$ cat src/rtl/ihex_pkg.sv
// ----------------------------------------------------------------------------
// ihex_pkg: shared types and constants of the HEX record decoder
// Record phases, ASCII codes of the framing characters and the hex digit
// decode used by the decoder core.
// ----------------------------------------------------------------------------
package ihex_pkg;

  // Default image capacity in bytes
  localparam int unsigned MAX_BYTES_DEF = 32'd16777216;

  // Result kinds
  localparam logic KIND_DATA = 1'b0;
  localparam logic KIND_END  = 1'b1;

  // Framing characters
  localparam logic [7:0] CH_COLON = 8'h3a;  // ':'
  localparam logic [7:0] CH_ZERO  = 8'h30;  // '0'
  localparam logic [7:0] CH_ONE   = 8'h31;  // '1'

  // Record parse phase
  typedef enum logic [2:0] {
    PH_HUNT = 3'd0,
    PH_LEN  = 3'd1,
    PH_ADDR = 3'd2,
    PH_TYPE = 3'd3,
    PH_DATA = 3'd4,
    PH_SKIP = 3'd5
  } phase_t;

  // Decode one ASCII hex digit; anything else reads as zero
  function automatic logic [3:0] hex_nibble(input logic [7:0] c);
    logic [3:0] v;
    v = 4'h0;
    if (c >= 8'h30 && c <= 8'h39) begin
      v = 4'(c - 8'h30);
    end else if (c >= 8'h41 && c <= 8'h46) begin
      v = 4'(c - 8'h37);
    end else if (c >= 8'h61 && c <= 8'h66) begin
      v = 4'(c - 8'h57);
    end
    return v;
  endfunction

endpackage

$ cat src/rtl/ihex_char_if.sv
// ----------------------------------------------------------------------------
// ihex_char_if: character stream channel
// One ASCII character of the file text per word, valid/ready handshake.
// ----------------------------------------------------------------------------
interface ihex_char_if;
  logic       valid;
  logic       ready;
  logic [7:0] ch;

  modport source (output valid, output ch, input ready);
  modport sink   (input valid, input ch, output ready);
endinterface

$ cat src/rtl/ihex_rslt_if.sv
// ----------------------------------------------------------------------------
// ihex_rslt_if: decoded result channel
// Carries one data byte or one end-of-file summary per word.
// ----------------------------------------------------------------------------
interface ihex_rslt_if;
  logic        valid;
  logic        ready;
  logic        kind;
  logic [7:0]  data_byte;
  logic [23:0] byte_index;
  logic [24:0] total_bytes;
  logic [8:0]  sector_count;
  logic [16:0] page_count;
  logic        overflow;

  modport source (
    output valid, output kind, output data_byte, output byte_index,
    output total_bytes, output sector_count, output page_count,
    output overflow, input ready
  );
  modport sink (
    input valid, input kind, input data_byte, input byte_index,
    input total_bytes, input sector_count, input page_count,
    input overflow, output ready
  );
endinterface

$ cat src/rtl/intel_hex_record_decoder_unit.sv
// ----------------------------------------------------------------------------
// intel_hex_record_decoder_unit: streaming HEX file decoder
// Parses record framing one character at a time and emits data bytes and
// an end-of-file summary.
// ----------------------------------------------------------------------------
// Takes one character per cycle and never stalls on its own: each accepted
// character updates the parse state in the same cycle and, when it completes
// a data byte or an end-of-file record, loads the single result register, so
// a result appears in the cycle after the character that caused it. The input
// is held off only while that result register is full and the sink is not
// taking it. Data records ("00") yield one byte per digit pair with a running
// index; an end-of-file record ("01") yields the byte total with 64 KiB sector
// and 256-byte page counts and restarts the count. Other records, checksums
// and addresses are ignored, non-hex digits read as zero, and bytes beyond
// MAX_BYTES are dropped and reported in the end summary.
module intel_hex_record_decoder_unit #(
  parameter int unsigned MAX_BYTES = ihex_pkg::MAX_BYTES_DEF
) (
  input logic         clk,
  input logic         rst,
  ihex_char_if.sink   chars,
  ihex_rslt_if.source results
);
  import ihex_pkg::*;

  localparam int CntW = $clog2(MAX_BYTES + 1);
  localparam int ExtW = (CntW + 1 > 26) ? CntW + 1 : 26;

  // Parse state
  phase_t           phase, phase_next;
  logic [8:0]       char_counter, char_counter_next;
  logic [7:0]       record_length, record_length_next;
  logic [7:0]       type_first_char, type_first_char_next;
  logic [3:0]       high_nibble, high_nibble_next;
  logic [CntW-1:0]  byte_count, byte_count_next;
  logic             overflow_seen, overflow_seen_next;

  // Result register
  logic             res_valid;
  logic             res_kind;
  logic [7:0]       res_byte;
  logic [23:0]      res_index;
  logic [24:0]      res_total;
  logic [8:0]       res_sectors;
  logic [16:0]      res_pages;
  logic             res_ovf;

  logic             accept;
  logic             emit;
  logic             emit_kind;
  logic [3:0]       nib;
  logic [8:0]       cc_inc;
  logic [ExtW-1:0]  cnt_ext;
  logic [ExtW-1:0]  sum_sector;
  logic [ExtW-1:0]  sum_page;

  assign accept = chars.valid && chars.ready;
  assign chars.ready = !res_valid || results.ready;

  assign nib    = hex_nibble(chars.ch);
  assign cc_inc = char_counter + 9'd1;

  // Round the byte total up to sectors and pages
  assign cnt_ext    = ExtW'(byte_count);
  assign sum_sector = cnt_ext + ExtW'(17'h0ffff);
  assign sum_page   = cnt_ext + ExtW'(9'h0ff);

  // Advance the parse state for one character
  always_comb begin
    phase_next           = phase;
    char_counter_next    = char_counter;
    record_length_next   = record_length;
    type_first_char_next = type_first_char;
    high_nibble_next     = high_nibble;
    byte_count_next      = byte_count;
    overflow_seen_next   = overflow_seen;
    emit                 = 1'b0;
    emit_kind            = KIND_DATA;
    case (phase)
      PH_LEN: begin
        if (char_counter == 9'd0) begin
          high_nibble_next  = nib;
          char_counter_next = 9'd1;
        end else begin
          record_length_next = {high_nibble, nib};
          char_counter_next  = 9'd0;
          phase_next         = PH_ADDR;
        end
      end
      PH_ADDR: begin
        if (cc_inc >= 9'd4) begin
          char_counter_next = 9'd0;
          phase_next        = PH_TYPE;
        end else begin
          char_counter_next = cc_inc;
        end
      end
      PH_TYPE: begin
        if (char_counter == 9'd0) begin
          type_first_char_next = chars.ch;
          char_counter_next    = 9'd1;
        end else begin
          char_counter_next = 9'd0;
          if (type_first_char == CH_ZERO && chars.ch == CH_ZERO) begin
            phase_next = (record_length == 8'd0) ? PH_SKIP : PH_DATA;
          end else if (type_first_char == CH_ZERO && chars.ch == CH_ONE) begin
            emit               = 1'b1;
            emit_kind          = KIND_END;
            byte_count_next    = '0;
            overflow_seen_next = 1'b0;
            phase_next         = PH_HUNT;
          end else begin
            phase_next = PH_SKIP;
          end
        end
      end
      PH_DATA: begin
        if (!char_counter[0]) begin
          high_nibble_next = nib;
        end else if (byte_count < CntW'(MAX_BYTES)) begin
          emit            = 1'b1;
          emit_kind       = KIND_DATA;
          byte_count_next = byte_count + CntW'(1);
        end else begin
          overflow_seen_next = 1'b1;
        end
        if (cc_inc >= {record_length, 1'b0}) begin
          char_counter_next = 9'd0;
          phase_next        = PH_SKIP;
        end else begin
          char_counter_next = cc_inc;
        end
      end
      default: begin
        // Hunt and skip: wait for the next record mark
        if (chars.ch == CH_COLON) begin
          char_counter_next = 9'd0;
          phase_next        = PH_LEN;
        end else begin
          phase_next = (phase == PH_SKIP) ? PH_SKIP : PH_HUNT;
        end
      end
    endcase
  end

  // Hold the parse state between accepted words
  always_ff @(posedge clk) begin
    if (rst) begin
      phase           <= PH_HUNT;
      char_counter    <= '0;
      record_length   <= '0;
      type_first_char <= '0;
      high_nibble     <= '0;
      byte_count      <= '0;
      overflow_seen   <= 1'b0;
    end else if (accept) begin
      phase           <= phase_next;
      char_counter    <= char_counter_next;
      record_length   <= record_length_next;
      type_first_char <= type_first_char_next;
      high_nibble     <= high_nibble_next;
      byte_count      <= byte_count_next;
      overflow_seen   <= overflow_seen_next;
    end
  end

  // Result valid: load on an emitting word, drop once taken
  always_ff @(posedge clk) begin
    if (rst) begin
      res_valid <= 1'b0;
    end else if (accept) begin
      res_valid <= emit;
    end else if (results.ready) begin
      res_valid <= 1'b0;
    end
  end

  // Result payload
  always_ff @(posedge clk) begin
    if (accept && emit) begin
      res_kind <= emit_kind;
      res_ovf  <= overflow_seen;
      if (emit_kind == KIND_END) begin
        res_byte    <= 8'd0;
        res_index   <= 24'd0;
        res_total   <= 25'(cnt_ext);
        res_sectors <= 9'(sum_sector >> 16);
        res_pages   <= 17'(sum_page >> 8);
      end else begin
        res_byte    <= {high_nibble, nib};
        res_index   <= 24'(byte_count);
        res_total   <= 25'd0;
        res_sectors <= 9'd0;
        res_pages   <= 17'd0;
      end
    end
  end

  assign results.valid        = res_valid;
  assign results.kind         = res_kind;
  assign results.data_byte    = res_byte;
  assign results.byte_index   = res_index;
  assign results.total_bytes  = res_total;
  assign results.sector_count = res_sectors;
  assign results.page_count   = res_pages;
  assign results.overflow     = res_ovf;

  // Checks
  a_count_bound: assert property (@(posedge clk) disable iff (rst)
    byte_count <= CntW'(MAX_BYTES))
    else $error("byte count beyond capacity");

  a_ovf_full: assert property (@(posedge clk) disable iff (rst)
    overflow_seen |-> byte_count == CntW'(MAX_BYTES))
    else $error("overflow flagged below capacity");

  a_data_no_ovf: assert property (@(posedge clk) disable iff (rst)
    res_valid && res_kind == KIND_DATA |-> !res_ovf && res_total == 25'd0)
    else $error("data word carries summary fields");

  a_end_clears: assert property (@(posedge clk) disable iff (rst)
    accept && emit && emit_kind == KIND_END |=> byte_count == '0 && !overflow_seen)
    else $error("count not cleared after end of file");

endmodule
$ cat src/flat_wrapper.sv
// flat-port wrapper written by rule: the top's interface ports become plain ports
module intel_hex_record_decoder_unit_flat import ihex_pkg::*;
#(
  parameter int unsigned MAX_BYTES = ihex_pkg::MAX_BYTES_DEF
)
  (clk, rst, chars_valid, chars_ch, chars_ready, results_valid, results_kind, results_data_byte, results_byte_index, results_total_bytes, results_sector_count, results_page_count, results_overflow, results_ready);
  ihex_char_if chars_i ();
  ihex_rslt_if results_i ();
  input logic clk;
  input logic rst;
  input wire logic [$bits(chars_i.valid)-1:0] chars_valid;
  input wire logic [$bits(chars_i.ch)-1:0] chars_ch;
  output wire logic [$bits(chars_i.ready)-1:0] chars_ready;
  output wire logic [$bits(results_i.valid)-1:0] results_valid;
  output wire logic [$bits(results_i.kind)-1:0] results_kind;
  output wire logic [$bits(results_i.data_byte)-1:0] results_data_byte;
  output wire logic [$bits(results_i.byte_index)-1:0] results_byte_index;
  output wire logic [$bits(results_i.total_bytes)-1:0] results_total_bytes;
  output wire logic [$bits(results_i.sector_count)-1:0] results_sector_count;
  output wire logic [$bits(results_i.page_count)-1:0] results_page_count;
  output wire logic [$bits(results_i.overflow)-1:0] results_overflow;
  input wire logic [$bits(results_i.ready)-1:0] results_ready;
  assign chars_i.valid = chars_valid;
  assign chars_i.ch = chars_ch;
  assign chars_ready = chars_i.ready;
  assign results_valid = results_i.valid;
  assign results_kind = results_i.kind;
  assign results_data_byte = results_i.data_byte;
  assign results_byte_index = results_i.byte_index;
  assign results_total_bytes = results_i.total_bytes;
  assign results_sector_count = results_i.sector_count;
  assign results_page_count = results_i.page_count;
  assign results_overflow = results_i.overflow;
  assign results_i.ready = results_ready;
  intel_hex_record_decoder_unit #(.MAX_BYTES(MAX_BYTES)) u_core (.clk(clk), .rst(rst), .chars(chars_i), .results(results_i));
endmodule
$ cat config.mk
export PLATFORM = sky130hd
export DESIGN_NAME = intel_hex_record_decoder_unit_flat
export DESIGN_NICKNAME = d
export VERILOG_FILES = /design/src/rtl/ihex_pkg.sv /design/src/rtl/ihex_char_if.sv /design/src/rtl/ihex_rslt_if.sv /design/src/rtl/intel_hex_record_decoder_unit.sv /design/src/flat_wrapper.sv
export SDC_FILE = /design/constraint.sdc
export NUM_CORES = 1
export LEC_CHECK = 0
export BUFFER_PORTS_ARGS = -buffer_cell sky130_fd_sc_hd__buf_2
export CAP_MARGIN = 40
export CORE_UTILIZATION = 55
export CTS_CLUSTER_SIZE = 40
export DETAILED_ROUTE_END_ITERATION = 6
export HOLD_SLACK_MARGIN = 0.03
export PLACE_DENSITY = 0.83
export SLEW_MARGIN = 25
export SYNTH_ARGS = -nofsm -noshare
export SYNTH_HDL_FRONTEND = slang
export SYNTH_SLANG_ARGS = --single-unit
$ cat constraint.sdc
create_clock -name clk -period 4.3 [get_ports clk]
set_input_delay 0.43 -clock clk [delete_from_list [all_inputs] [get_ports clk]]
set_output_delay 0.43 -clock clk [all_outputs]
set_load 0.1 [all_outputs]
* Yosys cells after proc, flatten, opt, wreduce, memory -nomap -nowiden
Cells that the tools add are included.
** Word-level totals
- Bits in registers :: 144
- Latch bits :: 0
- Bits in writable memories :: 0
- Memory bits (read-only) :: 0
- Input bits :: 12
- Output and inout bits :: 87
- Logic and storage cells :: 117
- Memories :: 0
** Operators by class
- Add/sub/neg operators :: 7
- Multipliers :: 0
- Div/mod/pow operators :: 0
- Order comparisons :: 9
- Equality and inequality tests :: 20
- Shift operators :: 0
- Mux-type cells :: 42
- Bitwise logic cells :: 1
- Reduce and logical (&&, ||, !) cells :: 23
** Operators with widths (number)
- two-way mux 25 bit :: 5
- one-hot mux 25 bit (2 select lines) :: 1
- equality test 8 x 6 -> 1 bit, second input constant :: 4
- two-way mux 9 bit :: 3
- one-hot mux 9 bit (3 select lines) :: 1
- adder 25 x 1 -> 25 bit, second input constant :: 1
- adder 25 x 16 -> 25 bit, second input constant :: 1
- adder 25 x 8 -> 25 bit, second input constant :: 1
- < comparator 25 bit, second input constant :: 1
- two-way mux 3 bit :: 8
- two-way mux 4 bit :: 5
- greater-or-equal comparator 8 x 7 -> 1 bit, second input constant :: 2
- less-or-equal comparator 8 x 7 -> 1 bit, second input constant :: 2
- two-way mux 1 bit :: 15
- AND reduction 7 bit :: 2
- inequality test 2 x 1 -> 1 bit, second input constant :: 6
- one-hot mux 3 bit (4 select lines) :: 1
- inequality test 2 bit, second input constant :: 5
- adder 9 x 1 -> 9 bit, second input constant :: 1
- greater-or-equal comparator 9 x 3 -> 1 bit, second input constant :: 1
- greater-or-equal comparator 9 bit :: 1
- zero test 9 bit :: 1
- greater-or-equal comparator 8 x 6 -> 1 bit, second input constant :: 1
- less-or-equal comparator 8 x 6 -> 1 bit, second input constant :: 1
- other kinds (19) :: 32

* Logic depth before layout (Yosys ltp)
Gate-level depths: netlist of the first run.
- Word-level depth :: 7
- Mapped depth :: 13
- Depth with buffers taken out :: 12

* Least setup slack after synthesis of the first run
OpenSTA, ideal clock, no wires.
- Path kind :: register -> register
- Start :: register u_core.res_valid (netlist: u_core.results.valid)
- End :: register u_core.byte_count[12]
- Data arrival time :: 3.881 ns
- Required time :: 4.183 ns
- Path slack :: 0.302 ns
- Stages on the path, launching flop included :: 10
- Path buffers :: 1
- Period minus slack after synthesis :: 3.998 ns
- Cells stage by stage :: dfxtp_1 nand2b_1 and2_1 clkbuf_1 o21ai_1 inv_2 and2_1 nand4_1 xor2_1 nor2_1
** On the way
- Longest elaborated chain between the ends :: 4
** RTL lines
- from (decl) :: RTL line intel_hex_record_decoder_unit.sv:39 : logic res_valid;
- from (signal assigned) :: RTL line intel_hex_record_decoder_unit.sv:172 : res_valid <= emit;
- zero test 1 bit :: RTL line intel_hex_record_decoder_unit.sv:58 : assign chars.ready = !res_valid || results.ready;
- logical OR 1 bit :: RTL line intel_hex_record_decoder_unit.sv:58
- via chars_ready :: RTL line flat_wrapper.sv:13 : output wire logic [$bits(chars_i.ready)-1:0] chars_ready;
- logical AND 1 bit :: RTL line intel_hex_record_decoder_unit.sv:57 : assign accept = chars.valid && chars.ready;
- AND reduction 7 bit (no line)
- to (signal assigned) :: RTL line intel_hex_record_decoder_unit.sv:162 : byte_count <= byte_count_next;
- to (decl) :: RTL line intel_hex_record_decoder_unit.sv:35 : logic [CntW-1:0] byte_count, byte_count_next;
The timed path passes the listed nets, and every way through them passes these cells.
A chain may end at the register's enable or synchronous reset.

* Worst setup path in the final report of the first run
- Start :: register u_core.char_counter[0]
- End :: register u_core.res_index[9] (netlist: u_core.results.byte_index[9]), enable pin
** On the way
- Longest elaborated chain between the ends :: 4
- Elaborated cells between the ends (all ways) :: 5
- Classes of those cells :: mux: 3; reduce/logical: 2
** RTL lines
- from (decl) :: RTL line intel_hex_record_decoder_unit.sv:31 : logic [8:0] char_counter, char_counter_next;
- from (signal assigned) :: RTL line intel_hex_record_decoder_unit.sv:158 : char_counter <= char_counter_next;
- zero test 9 bit :: RTL line intel_hex_record_decoder_unit.sv:99 : if (char_counter == 9'd0) begin
- two-way mux 1 bit :: RTL line intel_hex_record_decoder_unit.sv:99
- one-hot mux 1 bit (2 select lines) * :: RTL line intel_hex_record_decoder_unit.sv:79 : case (phase)
- logical AND 1 bit * :: RTL line intel_hex_record_decoder_unit.sv:180 : if (accept && emit) begin
- to (signal assigned) :: RTL line intel_hex_record_decoder_unit.sv:191 : res_index <= 24'(byte_count);
- to (decl) :: RTL line intel_hex_record_decoder_unit.sv:42 : logic [23:0] res_index;
Every way passes the cells marked *; elsewhere a longest branch is shown, timed or not.

==> run metrics, run 1 <==
result of the run=finished clean; buffer type at the clock tree root=sky130_fd_sc_hd__clkbuf_16; Yosys warning count=0; hold slack final=between 0.2 and 0.3 ns; buffers inserted by post-CTS timing repair=0; worst-path maximum fanout=67; Data required, critical path=between 4 and 5 ns; cts hold-fix bufs=0; f_max=293 MHz; Max IR drop VDD=about 180 uV; Max-Cap Viols=0; Place WS=0.855 ns; cell-by-cell listing of the critical path=inv_1 -> ha_1 -> nor4b_1 -> a21oi_1 -> nand4_1 -> inv_2 -> o21ai_1 -> clkinv_2 -> buf_4; gr ovfl total=0; Yosys top cell area share=between 30 and 40%; Synthesized Nets=approximately 670; number of gates given a new drive strength after cts=0; endpoint type of the worst setup path=flop; internal portion of total power=2.30 mW; detailed-route vias per instance=about 5.5; post-layout instance area=between 7000 and 8000 um^2; Final Hold Viols=0; fraction of the yosys area taken by sequential cells=between 50% and 60%; ys async rst share=0%; most frequent cells after synthesis=102 x sky130_fd_sc_hd__nor2_1, 85 x sky130_fd_sc_hd__edfxtp_1, 59 x sky130_fd_sc_hd__dfxtp_1; # placed instances=852; portion of total power attributed to the clock network=48.8%; drt drc=0; CTS H-Tree Depth=4; number of enable flip-flop cells after synthesis=85; largest area contributor in the netlist=sky130_fd_sc_hd__edfxtp_1; number of global-route vias before repair=4,603; headroom to the max-slew limit=approximately 45%; die outline area=around 13,000 um^2; post-DR wirelength/cell=~15 um; switching part of the total=about 20%; netlist area before placement=a little under 7000 um^2; clock transition at the registers of the reported paths=~0.060 ns; maximum cell stage delay along the critical path=between 0.6 and 0.7 ns; detailed-route wire length=around 13,000 um; smallest setup slack after layout=roughly 0.89 ns; total track usage=between 20% and 30%; portion of the clock cycle consumed by the worst path in the final layout=about four fifths; Finished Core Util=65.4%; final max-slew violation count=0; count of non-filler cells in the finished layout=between 800 and 900; initial detailed-routing violation count=about 410; final HPWL from detailed placement=between 9000 and 10,000 um; fraction of final layout cells sized beyond drive strength 1=just over 20%; input/output buffers=98; initial cell density of the core=~56%; I/O pin count=between 90 and 100; gate count of the mapped netlist=around 650; slowest cell on the critical path=sky130_fd_sc_hd__buf_4; most frequently used flop master after synthesis=sky130_fd_sc_hd__edfxtp_1; unrepaired setup endpoints after global routing=false; maximum number of pins on one net before global-route repair=around 70; total power divided by cell area=~370 nW/um^2; die span in y=about 110 um; post-detailed-placement cell area=between 7000 and 8000 um^2; post-route total power=2.89 mW; setup tns final=0 ns; cts bufs inserted=17; count of clock tree sinks=between 100 and 150; Syn Area/Cell=10.5 um^2; hold path startpoint=chars_ch[4]; Seq pwr share=about 50%; Crit. Startpoint=u_core.char_counter[0]$_SDFFE_PP0P_; clk buf depth=2; Final nets=750; synth-to-layout area growth=16.1%; Worst Skew=approximately 0.0076 ns; Initial DRT Pass Iterations=4; launching element type of the critical path=flop; count leader, synth=sky130_fd_sc_hd__nor2_1; floorplan core area=between 10,000 and 15,000 um^2; register bit count reported by yosys=around 140; net switching power figure=about 0.6 mW; leakage power of the design=between 2 and 3 nW; Core Rows=40; type of the worst min-delay path=in -> reg; global-route wire length before repair=22,400 um; CP Class=reg -> reg; Antenna diodes=0; Critical Path AT=approximately 3.5 ns; clock latency on the worst-skew pair=roughly 0.42 ns; via count=a little under 5,000; actual transition at the worst max-transition pin=0.825 ns; final setup violation count=0; Routed Antenna Nets=0; clock tree from TritonCTS=done; min cycle time layout=approximately 3.4 ns; start of the worst register-to-register path=u_core.char_counter[0]$_SDFFE_PP0P_; largest cells by area after synthesis=sky130_fd_sc_hd__edfxtp_1 38%, sky130_fd_sc_hd__dfxtp_1 17%, sky130_fd_sc_hd__nor2_1 5.7%; Chip Width=about 110 um; number of fill cells in the layout=slightly above 900; number of antenna violations at the first check in global routing=0; routability cong.=slightly above 0.9; Cell variety after synth=~60; combinational share of power=under 10%
-- final cells by class --
cell class | instances | area [um^2] | share of cell area [%]
Inverter | 18 | 68.8 | 0.877
Multi-Input combinational cell | 443 | 2780 | 35.4
Clock inverter | 15 | 145 | 1.85
Timing Repair Buffer | 101 | 513 | 6.53
Sequential cell | 144 | 3730 | 47.6
Clock buffer | 17 | 425 | 5.42
Tap cell | 147 | 184 | 2.34
-- layer usage --
layer  up-vias  share of wire [%]  global-route usage (%)
met3        17                4.7                    5.73
met4         0                1.4                    8.16
li1       2387                  -                       -
met2       145                 50                    38.0
met5         -                  0                       0
met1      2315                 44                    28.1
-- final timing paths --
path	end	slack [ns]	depth (start not counted)
min reg2reg	u_core.results.overflow$_DFFE_PP_	0.44	0
min	u_core.type_first_char[4]$_SDFFE_PP0P_	0.28	3
max reg2reg	u_core.results.byte_index[9]$_SDFFCE_PP0P_	0.89	9
max	u_core.results.byte_index[9]$_SDFFCE_PP0P_	0.89	9
-- critical path: cells and delay by family (launching register included) --
family                   cells  cell delay (ns)
adder cells (fa/ha/maj)      1             0.22
flip-flops                   1             0.52
buffers and inverters        4             1.54
AO/OA/AOI/OAI                2             0.38
AND/OR/NAND/NOR              2             0.30
-- registers in the layout, indices dropped and copies added, names as in the netlist --
register	cells
u_core.byte_count	25
u_core.char_counter	9
u_core.high_nibble	4
u_core.overflow_seen	1
u_core.phase	3
u_core.record_length	8
u_core.results.byte_index	24
u_core.results.data_byte	8
u_core.results.kind	1
u_core.results.overflow	1
u_core.results.page_count	17
u_core.results.sector_count	9
u_core.results.total_bytes	25
u_core.results.valid	1
u_core.type_first_char	8
-- cells by family (layout without fill, tap and decap cells) --
group                    after synthesis  count (layout)  synth area share (%)
AND/OR/NAND/NOR                      296             296                  22.7
multiplexers                          20              20                  3.05
flip-flops                           144             144                  55.2
adder cells (fa/ha/maj)               13              13                  2.41
XOR/XNOR                              55              55                  7.12
AO/OA/AOI/OAI                         59              59                  5.85
buffers and inverters                 59             151                  3.68
-- cell usage in the layout (no fill, tap or decap), types with 3 or more instances in the layout --
cell type / instances
sky130_fd_sc_hd__clkinvlp_4: 3
sky130_fd_sc_hd__a32oi_1: 3
sky130_fd_sc_hd__a21oi_1: 18
sky130_fd_sc_hd__nor3_2: 5
sky130_fd_sc_hd__edfxtp_1: 85
sky130_fd_sc_hd__or3_1: 3
sky130_fd_sc_hd__a31oi_1: 6
sky130_fd_sc_hd__nand2b_1: 3
sky130_fd_sc_hd__nand4_1: 12
sky130_fd_sc_hd__nor3_1: 8
sky130_fd_sc_hd__and3_1: 11
sky130_fd_sc_hd__nand3_1: 22
sky130_fd_sc_hd__nand2_1: 44
sky130_fd_sc_hd__o21ai_0: 8
sky130_fd_sc_hd__or2_2: 5
sky130_fd_sc_hd__ha_1: 13
sky130_fd_sc_hd__a22oi_1: 3
sky130_fd_sc_hd__xnor2_1: 23
sky130_fd_sc_hd__and2_1: 49
sky130_fd_sc_hd__nor2_1: 102
sky130_fd_sc_hd__clkbuf_16: 17
sky130_fd_sc_hd__nor2b_1: 7
sky130_fd_sc_hd__nor4b_1: 3
sky130_fd_sc_hd__clkinv_2: 5
sky130_fd_sc_hd__xor2_1: 32
sky130_fd_sc_hd__nor4_1: 7
sky130_fd_sc_hd__nand3b_1: 3
sky130_fd_sc_hd__dfxtp_1: 59
sky130_fd_sc_hd__mux2i_1: 18
sky130_fd_sc_hd__buf_2: 98
sky130_fd_sc_hd__o21ai_1: 3
sky130_fd_sc_hd__inv_1: 16
sky130_fd_sc_hd__clkinv_4: 3
-- power by group through the flow --
| stage | sequential, mW | combinational [mW] | clock [mW] |
|---|---|---|---|
| global route | 1.44 | 0.0402 | 1.48 |
| detailed placement | 1.47 | 0.0358 | 0 |
| global placement | 1.47 | 0.0339 | 0 |
| floorplan | 1.47 | 0.0225 | 0 |
| CTS | 1.44 | 0.0361 | 1.43 |
| finish | 1.44 | 0.0363 | 1.41 |
No activity file was read; power rests on OpenSTA's default activity.
==> inputs of run 2 (changes only) <==
Settings changed: ABC_AREA set to 1.
Clock period 4.3 ns to 3.5 ns, I/O delays scaled along.
==> run metrics, run 2 <==
post-layout instance area=around 8400 um^2; CTS H-Tree Depth=4; cell-by-cell listing of the critical path=inv_2 -> ha_1 -> nand4_1 -> nor2_1 -> inv_1 -> nand2_1 -> nor2_4 -> inv_2 -> nand2_2 -> nand2_4 -> clkinv_2 -> buf_4; netlist area before placement=7060 um^2; Synthesized Nets=870; unrepaired setup endpoints after global routing=false; post-DR wirelength/cell=14.6 um; portion of the clock cycle consumed by the worst path in the final layout=83.1%; post-detailed-placement cell area=a little under 8000 um^2; worst-path maximum fanout=33; Final Hold Viols=0; global-route wire length before repair=26,500 um; routability cong.=0.905; setup tns final=0 ns; most frequently used flop master after synthesis=sky130_fd_sc_hd__edfxtp_1; ys async rst share=0%; fraction of final layout cells sized beyond drive strength 1=~17%; synth-to-layout area growth=18.7%; Worst Skew=~0.012 ns; most common cell after layout, fill and taps aside=sky130_fd_sc_hd__nand2_1; leakage power of the design=3.19 nW; maximum cell stage delay along the critical path=a little under 0.6 ns; type of the worst min-delay path=in -> reg; WHS Path Cells=3; Chip Width=approximately 120 um; initial cell density of the core=a little under three fifths; clk buf depth=2; most frequent cells after synthesis=143 x sky130_fd_sc_hd__nand2_1, 137 x sky130_fd_sc_hd__nor2_1, 104 x sky130_fd_sc_hd__inv_1; initial detailed-routing violation count=493; Max IR drop VDD=~290 uV; hold endpoint=u_core.type_first_char[7]$_SDFFE_PP0P_; final HPWL from detailed placement=~11,000 um; Antenna diodes=0; input/output buffers=about 100; cts hold-fix bufs=0; number of antenna violations at the first check in global routing=0; clock latency on the worst-skew pair=around 0.43 ns; slowest cell on the critical path=sky130_fd_sc_hd__clkinv_2; r2r endpoint=u_core.results.byte_index[9]$_SDFFCE_PP0P_; largest area contributor in the netlist=sky130_fd_sc_hd__edfxtp_1; final setup violation count=0; start of the worst register-to-register path=u_core.char_counter[0]$_SDFFE_PP0P_; Data required, critical path=3.66 ns; launching element type of the critical path=flop; I/O pin count=approximately 100; Final nets=a little under 1,000; total power divided by cell area=roughly 480 nW/um^2; # placed instances=1,099; count of clock tree sinks=between 100 and 150; f_max=roughly 340 MHz; Routed Antenna Nets=0; cell occurring most often along the worst timing path=sky130_fd_sc_hd__inv_2; final max-slew violation count=0; total track usage=between 20% and 30%; gr ovfl total=0; Yosys warning count=0; Cell variety after synth=44; count leader, synth=sky130_fd_sc_hd__nand2_1; Max-Cap Viols=0; actual transition at the worst max-transition pin=0.676 ns; Core Rows=41; floorplan core area=12,600 um^2; Critical Path AT=about 3 ns; Worst R2R Setup Slack=between 0.5 and 0.6 ns; Finished Core Util=between 60% and 70%; detailed-route vias per instance=about 5.5; Initial DRT Pass Iterations=5; clock tree from TritonCTS=done; fraction of the yosys area taken by sequential cells=about 53%; hold path startpoint=chars_ch[7]; die outline area=13,300 um^2; post-route total power=between 4 and 5 mW; via count=~6,000; Syn Area/Cell=~8.4 um^2; detailed-route wire length=around 17,000 um; register bit count reported by yosys=144; result of the run=finished clean; number of global-route vias before repair=5,495; Yosys top cell area share=36.1%; buffers inserted by post-CTS timing repair=0; min cycle time layout=about 2.9 ns; number of enable flip-flop cells after synthesis=85; drt drc=0; highest-count cells in the layout ignoring fill and taps=143 x sky130_fd_sc_hd__nand2_1, 137 x sky130_fd_sc_hd__nor2_1, 104 x sky130_fd_sc_hd__inv_1; count of non-filler cells in the finished layout=1,131; number of gates given a new drive strength after cts=0; Reg2Reg Depth=12; CP Class=reg -> reg; headroom to the max-slew limit=between 50% and 60%; die span in y=~120 um; cts bufs inserted=17; largest cells by area after synthesis=sky130_fd_sc_hd__edfxtp_1 36%, sky130_fd_sc_hd__dfxtp_1 17%, sky130_fd_sc_hd__nand2_1 7.6%; number of fill cells in the layout=a little under 1,000; maximum number of pins on one net before global-route repair=51; clock transition at the registers of the reported paths=0.06 ns; gate count of the mapped netlist=around 850; endpoint type of the worst setup path=flop; buffer type at the clock tree root=sky130_fd_sc_hd__clkbuf_16
-- run 2: changes by cell type after synthesis, sizes merged, moves of 23 or more --
cell   change
a21oi     +64
and2      -49
inv       +92
nand2    +102
nor2      +40
o21ai     +42
xnor2     -23
-- run 2: power by group --
group          switching [mW]  internal (mW)  total (mW)  leakage, nW
Clock                   0.730           1.20        1.93        0.302
Combinational           0.207         0.0784       0.285         1.62
Sequential             0.0200           1.81        1.83         1.26
-- run 2: layout make-up --
| cell class | instances | area [um^2] | share of cell area, % |
|---|---|---|---|
| clock inverter | 15 | 209 | 2.49 |
| tap | 172 | 215 | 2.57 |
| clock buffer | 17 | 425 | 5.07 |
| inverter | 112 | 424 | 5.06 |
| multi-input combinational | 565 | 2800 | 33.4 |
| timing repair buffer | 106 | 576 | 6.86 |
| sequential | 144 | 3730 | 44.5 |
-- run 2: logic make-up (layout without fill, tap and decap cells) --
family | count (synthesis) | in the layout | share of synthesized area, %
xor+xnor | 14 | 14 | 1.74
simple gates | 391 | 391 | 24.3
fa+ha+maj | 13 | 13 | 2.30
flops | 144 | 144 | 52.9
buf+inv | 136 | 250 | 7.51
compound gates | 147 | 147 | 11.2
-- run 2: worst max path at each step --
| stage | from | endpoint | slack [ns] | depth (start not counted) |
|---|---|---|---|---|
| finish | u_core.char_counter[0]$_SDFFE_PP0P_ | u_core.results.byte_index[9]$_SDFFCE_PP0P_ | 0.59 | 12 |
| global placement | u_core.char_counter[0]$_SDFFE_PP0P_ | u_core.byte_count[5]$_SDFFE_PP0P_ | 0.68 | 14 |
| floorplan | u_core.results.valid$_SDFFE_PP0P_ | u_core.results.byte_index[0]$_SDFFCE_PP0P_ | 0.18 | 6 |
| CTS | u_core.char_counter[0]$_SDFFE_PP0P_ | u_core.byte_count[5]$_SDFFE_PP0P_ | 0.60 | 14 |
| global route | u_core.char_counter[0]$_SDFFE_PP0P_ | u_core.byte_count[5]$_SDFFE_PP0P_ | 0.31 | 14 |
| detailed placement | u_core.char_counter[0]$_SDFFE_PP0P_ | u_core.byte_count[5]$_SDFFE_PP0P_ | 0.61 | 14 |
-- run 2: through the flow --
stage                     setup slack [ns]  hold WS [ns]
after global placement               0.675         0.441
after CTS                            0.600         0.231
final                                0.590         0.242
after floorplan                      0.179         0.409
after global routing                 0.314         0.255
after detailed placement             0.609         0.444
-- run 2: critical path, delay by kind of cell, from the launching register on --
kind | cells | cell delay, ns
buffers and inverters | 5 | 1.30
and+or+nand+nor | 6 | 0.79
DFF | 1 | 0.37
adders and majority gates | 1 | 0.16
-- run 2: layer usage --
metal | vias up | track usage (%) | wire (um)
met1 | 2854 | 32.5 | 6860
met5 | - | 0 | 0
met2 | 266 | 43.6 | 8280
met4 | 0 | 11.5 | 415
li1 | 3020 | - | -
met3 | 32 | 5.54 | 974
==> inputs of run 3 (changes only) <==
Settings changed: CORE_UTILIZATION 55 to 52, PLACE_DENSITY 0.83 to 0.82.
Clock period 3.5 ns to 2.5 ns, I/O delays scaled along.
==> run metrics, run 3 (synthesis results as in run 2) <==
f_max=434 MHz; Reg2Reg Depth=16; # placed instances=around 1,100; global-route wire length before repair=28,700 um; floorplan core area=13,200 um^2; Chip Width=about 120 um; Worst R2R Setup Slack=0.20 ns; cell-by-cell listing of the critical path=buf_4 -> inv_2 -> ha_1 -> nand4_1 -> nor2_2 -> inv_1 -> nand2_1 -> nor2_4 -> inv_2 -> nand2_2 -> nand2_4 -> clkinv_2 -> buf_16 -> nand2_1 -> o21ai_1 -> a21oi_1; clock transition at the registers of the reported paths=around 0.060 ns; final setup violation count=0; routability cong.=roughly 0.93; buffer type at the clock tree root=sky130_fd_sc_hd__clkbuf_16; cts hold-fix bufs=0; portion of the clock cycle consumed by the worst path in the final layout=between 90% and 100%; count of non-filler cells in the finished layout=about 1,100; clk buf depth=2; gr ovfl total=0; actual transition at the worst max-transition pin=between 0.4 and 0.5 ns; critical path depth=16; initial cell density of the core=53.3%; r2r endpoint=u_core.byte_count[6]$_SDFFE_PP0P_; Critical Path AT=2.65 ns; Max-Cap Viols=0; Final nets=~980; start of the worst register-to-register path=u_core.char_counter[0]$_SDFFE_PP0P_; highest-count cells in the layout ignoring fill and taps=139 x sky130_fd_sc_hd__nand2_1, 133 x sky130_fd_sc_hd__nor2_1, 102 x sky130_fd_sc_hd__inv_1; Antenna diodes=0; number of global-route vias before repair=just under 6,000; Final Hold Viols=0; fraction of final layout cells sized beyond drive strength 1=approximately a fifth; die span in y=119 um; maximum number of pins on one net before global-route repair=just over 60; Worst Skew=about 0.0076 ns; I/O pin count=99; cell family with most CP delay=buffers and inverters; setup tns final=0 ns; count of clock tree sinks=between 100 and 150; die outline area=approximately 14,000 um^2; post-route total power=around 5.6 mW; via count=just over 6,000; drt drc=0; leakage power of the design=approximately 3.2 nW; Core Rows=42; Routed Antenna Nets=0; final HPWL from detailed placement=between 10,000 and 15,000 um; headroom to the max-slew limit=between 60 and 70%; final max-slew violation count=0; detailed-route vias per instance=between 5 and 6; worst-path maximum fanout=30; CP Class=reg -> reg; Max IR drop VDD=359 uV; synth-to-layout area growth=21.2%; number of fill cells in the layout=roughly 1,100; total buffers and inverters traversed by the critical path=6; post-DR wirelength/cell=15.3 um; initial detailed-routing violation count=around 490; clock tree from TritonCTS=done; total track usage=between 20% and 30%; slowest cell on the critical path=sky130_fd_sc_hd__dfxtp_2; input/output buffers=between 90 and 100; total power divided by cell area=around 650 nW/um^2; type of the worst min-delay path=in -> reg; launching element type of the critical path=flop; cts bufs inserted=17; min cycle time layout=2.30 ns; detailed-route wire length=17,500 um; most common cell after layout, fill and taps aside=sky130_fd_sc_hd__nand2_1; unrepaired setup endpoints after global routing=false; Data required, critical path=2.85 ns; result of the run=finished clean; Crit. Startpoint=u_core.char_counter[0]$_SDFFE_PP0P_; hold slack final=about 0.11 ns; endpoint of the worst setup timing path=u_core.byte_count[6]$_SDFFE_PP0P_; CTS H-Tree Depth=4; endpoint type of the worst setup path=flop; clock latency on the worst-skew pair=between 0.4 and 0.5 ns; Initial DRT Pass Iterations=5; number of antenna violations at the first check in global routing=0; maximum cell stage delay along the critical path=0.32 ns
run 3: changes by cell type in the layout (fill, tap and decap cells not counted), sizes merged:
cell	before	now
buf	106	118
clkbuf	17	20
inv	113	111
bufinv	4	3
clkinvlp	2	3
run 3: worst min path at each step:
stage                                                 from                                     end  slack (ns)  depth (start not counted)
finish                                       results_ready       u_core.results.valid$_SDFFE_PP0P_        0.11                          4
global route                                 results_ready       u_core.results.valid$_SDFFE_PP0P_        0.13                          4
detailed placement  u_core.type_first_char[4]$_SDFFE_PP0P_  u_core.type_first_char[4]$_SDFFE_PP0P_        0.44                          2
floorplan                u_core.overflow_seen$_SDFFE_PP0P_       u_core.results.overflow$_DFFE_PP_        0.41                          0
CTS                                          results_ready       u_core.results.valid$_SDFFE_PP0P_        0.11                          4
global placement    u_core.type_first_char[4]$_SDFFE_PP0P_  u_core.type_first_char[4]$_SDFFE_PP0P_        0.43                          2
run 3: where the power goes:
group	leakage [nW]	switching, mW	internal (mW)
Combinational	1.70	0.311	0.124
Sequential	1.27	0.0270	2.53
Clock	0.283	1.00	1.57
Total	3.25	1.34	4.22
run 3: metrics by stage:
stage                     cell area, um^2  worst slack [ns]  util [%]
after global placement               7850             0.138      59.3
after global routing                 8560           0.00143      64.6
after floorplan                      7070            0.0258         -
final                                8560             0.198      64.6
after detailed placement             7850            0.0885      59.3
after CTS                            8440            0.0828      63.8
run 3: worst min-delay path: cells and delay by family:
kind	cells	cell delay [ns]
buffers and inverters	2	0.12
AND/OR/NAND/NOR	1	0.06
AO/OA/AOI/OAI	1	0.06
run 3: final cells by class:
| cell class | count | area (um^2) | share of cell area [%] |
|---|---|---|---|
| tap | 176 | 220 | 2.57 |
| timing repair buffer | 119 | 711 | 8.30 |
| inverter | 112 | 424 | 4.96 |
| clock buffer | 19 | 433 | 5.06 |
| multi-input combinational | 565 | 2870 | 33.5 |
| sequential | 144 | 3740 | 43.7 |
| clock inverter | 13 | 164 | 1.91 |
run 3: routing by layer:
| layer | GRT usage [%] | vias up | share of wire, % | wire length (um) |
|---|---|---|---|---|
| li1 | - | 3045 | - | - |
| met1 | 31.7 | 2872 | 40 | 7060 |
| met2 | 44.4 | 256 | 51 | 8890 |
| met3 | 4.73 | 41 | 6.1 | 1080 |
| met4 | 13.5 | 0 | 2.8 | 493 |
| met5 | 0 | - | 0 | 0 |
run 3: what timing repair did:
action                                  4_1_cts  5_1_grt
resized for setup                             0       22
endpoints found under the setup margin        0       13
setup buffers                                 0        2
hold endpoints to repair                      0        0
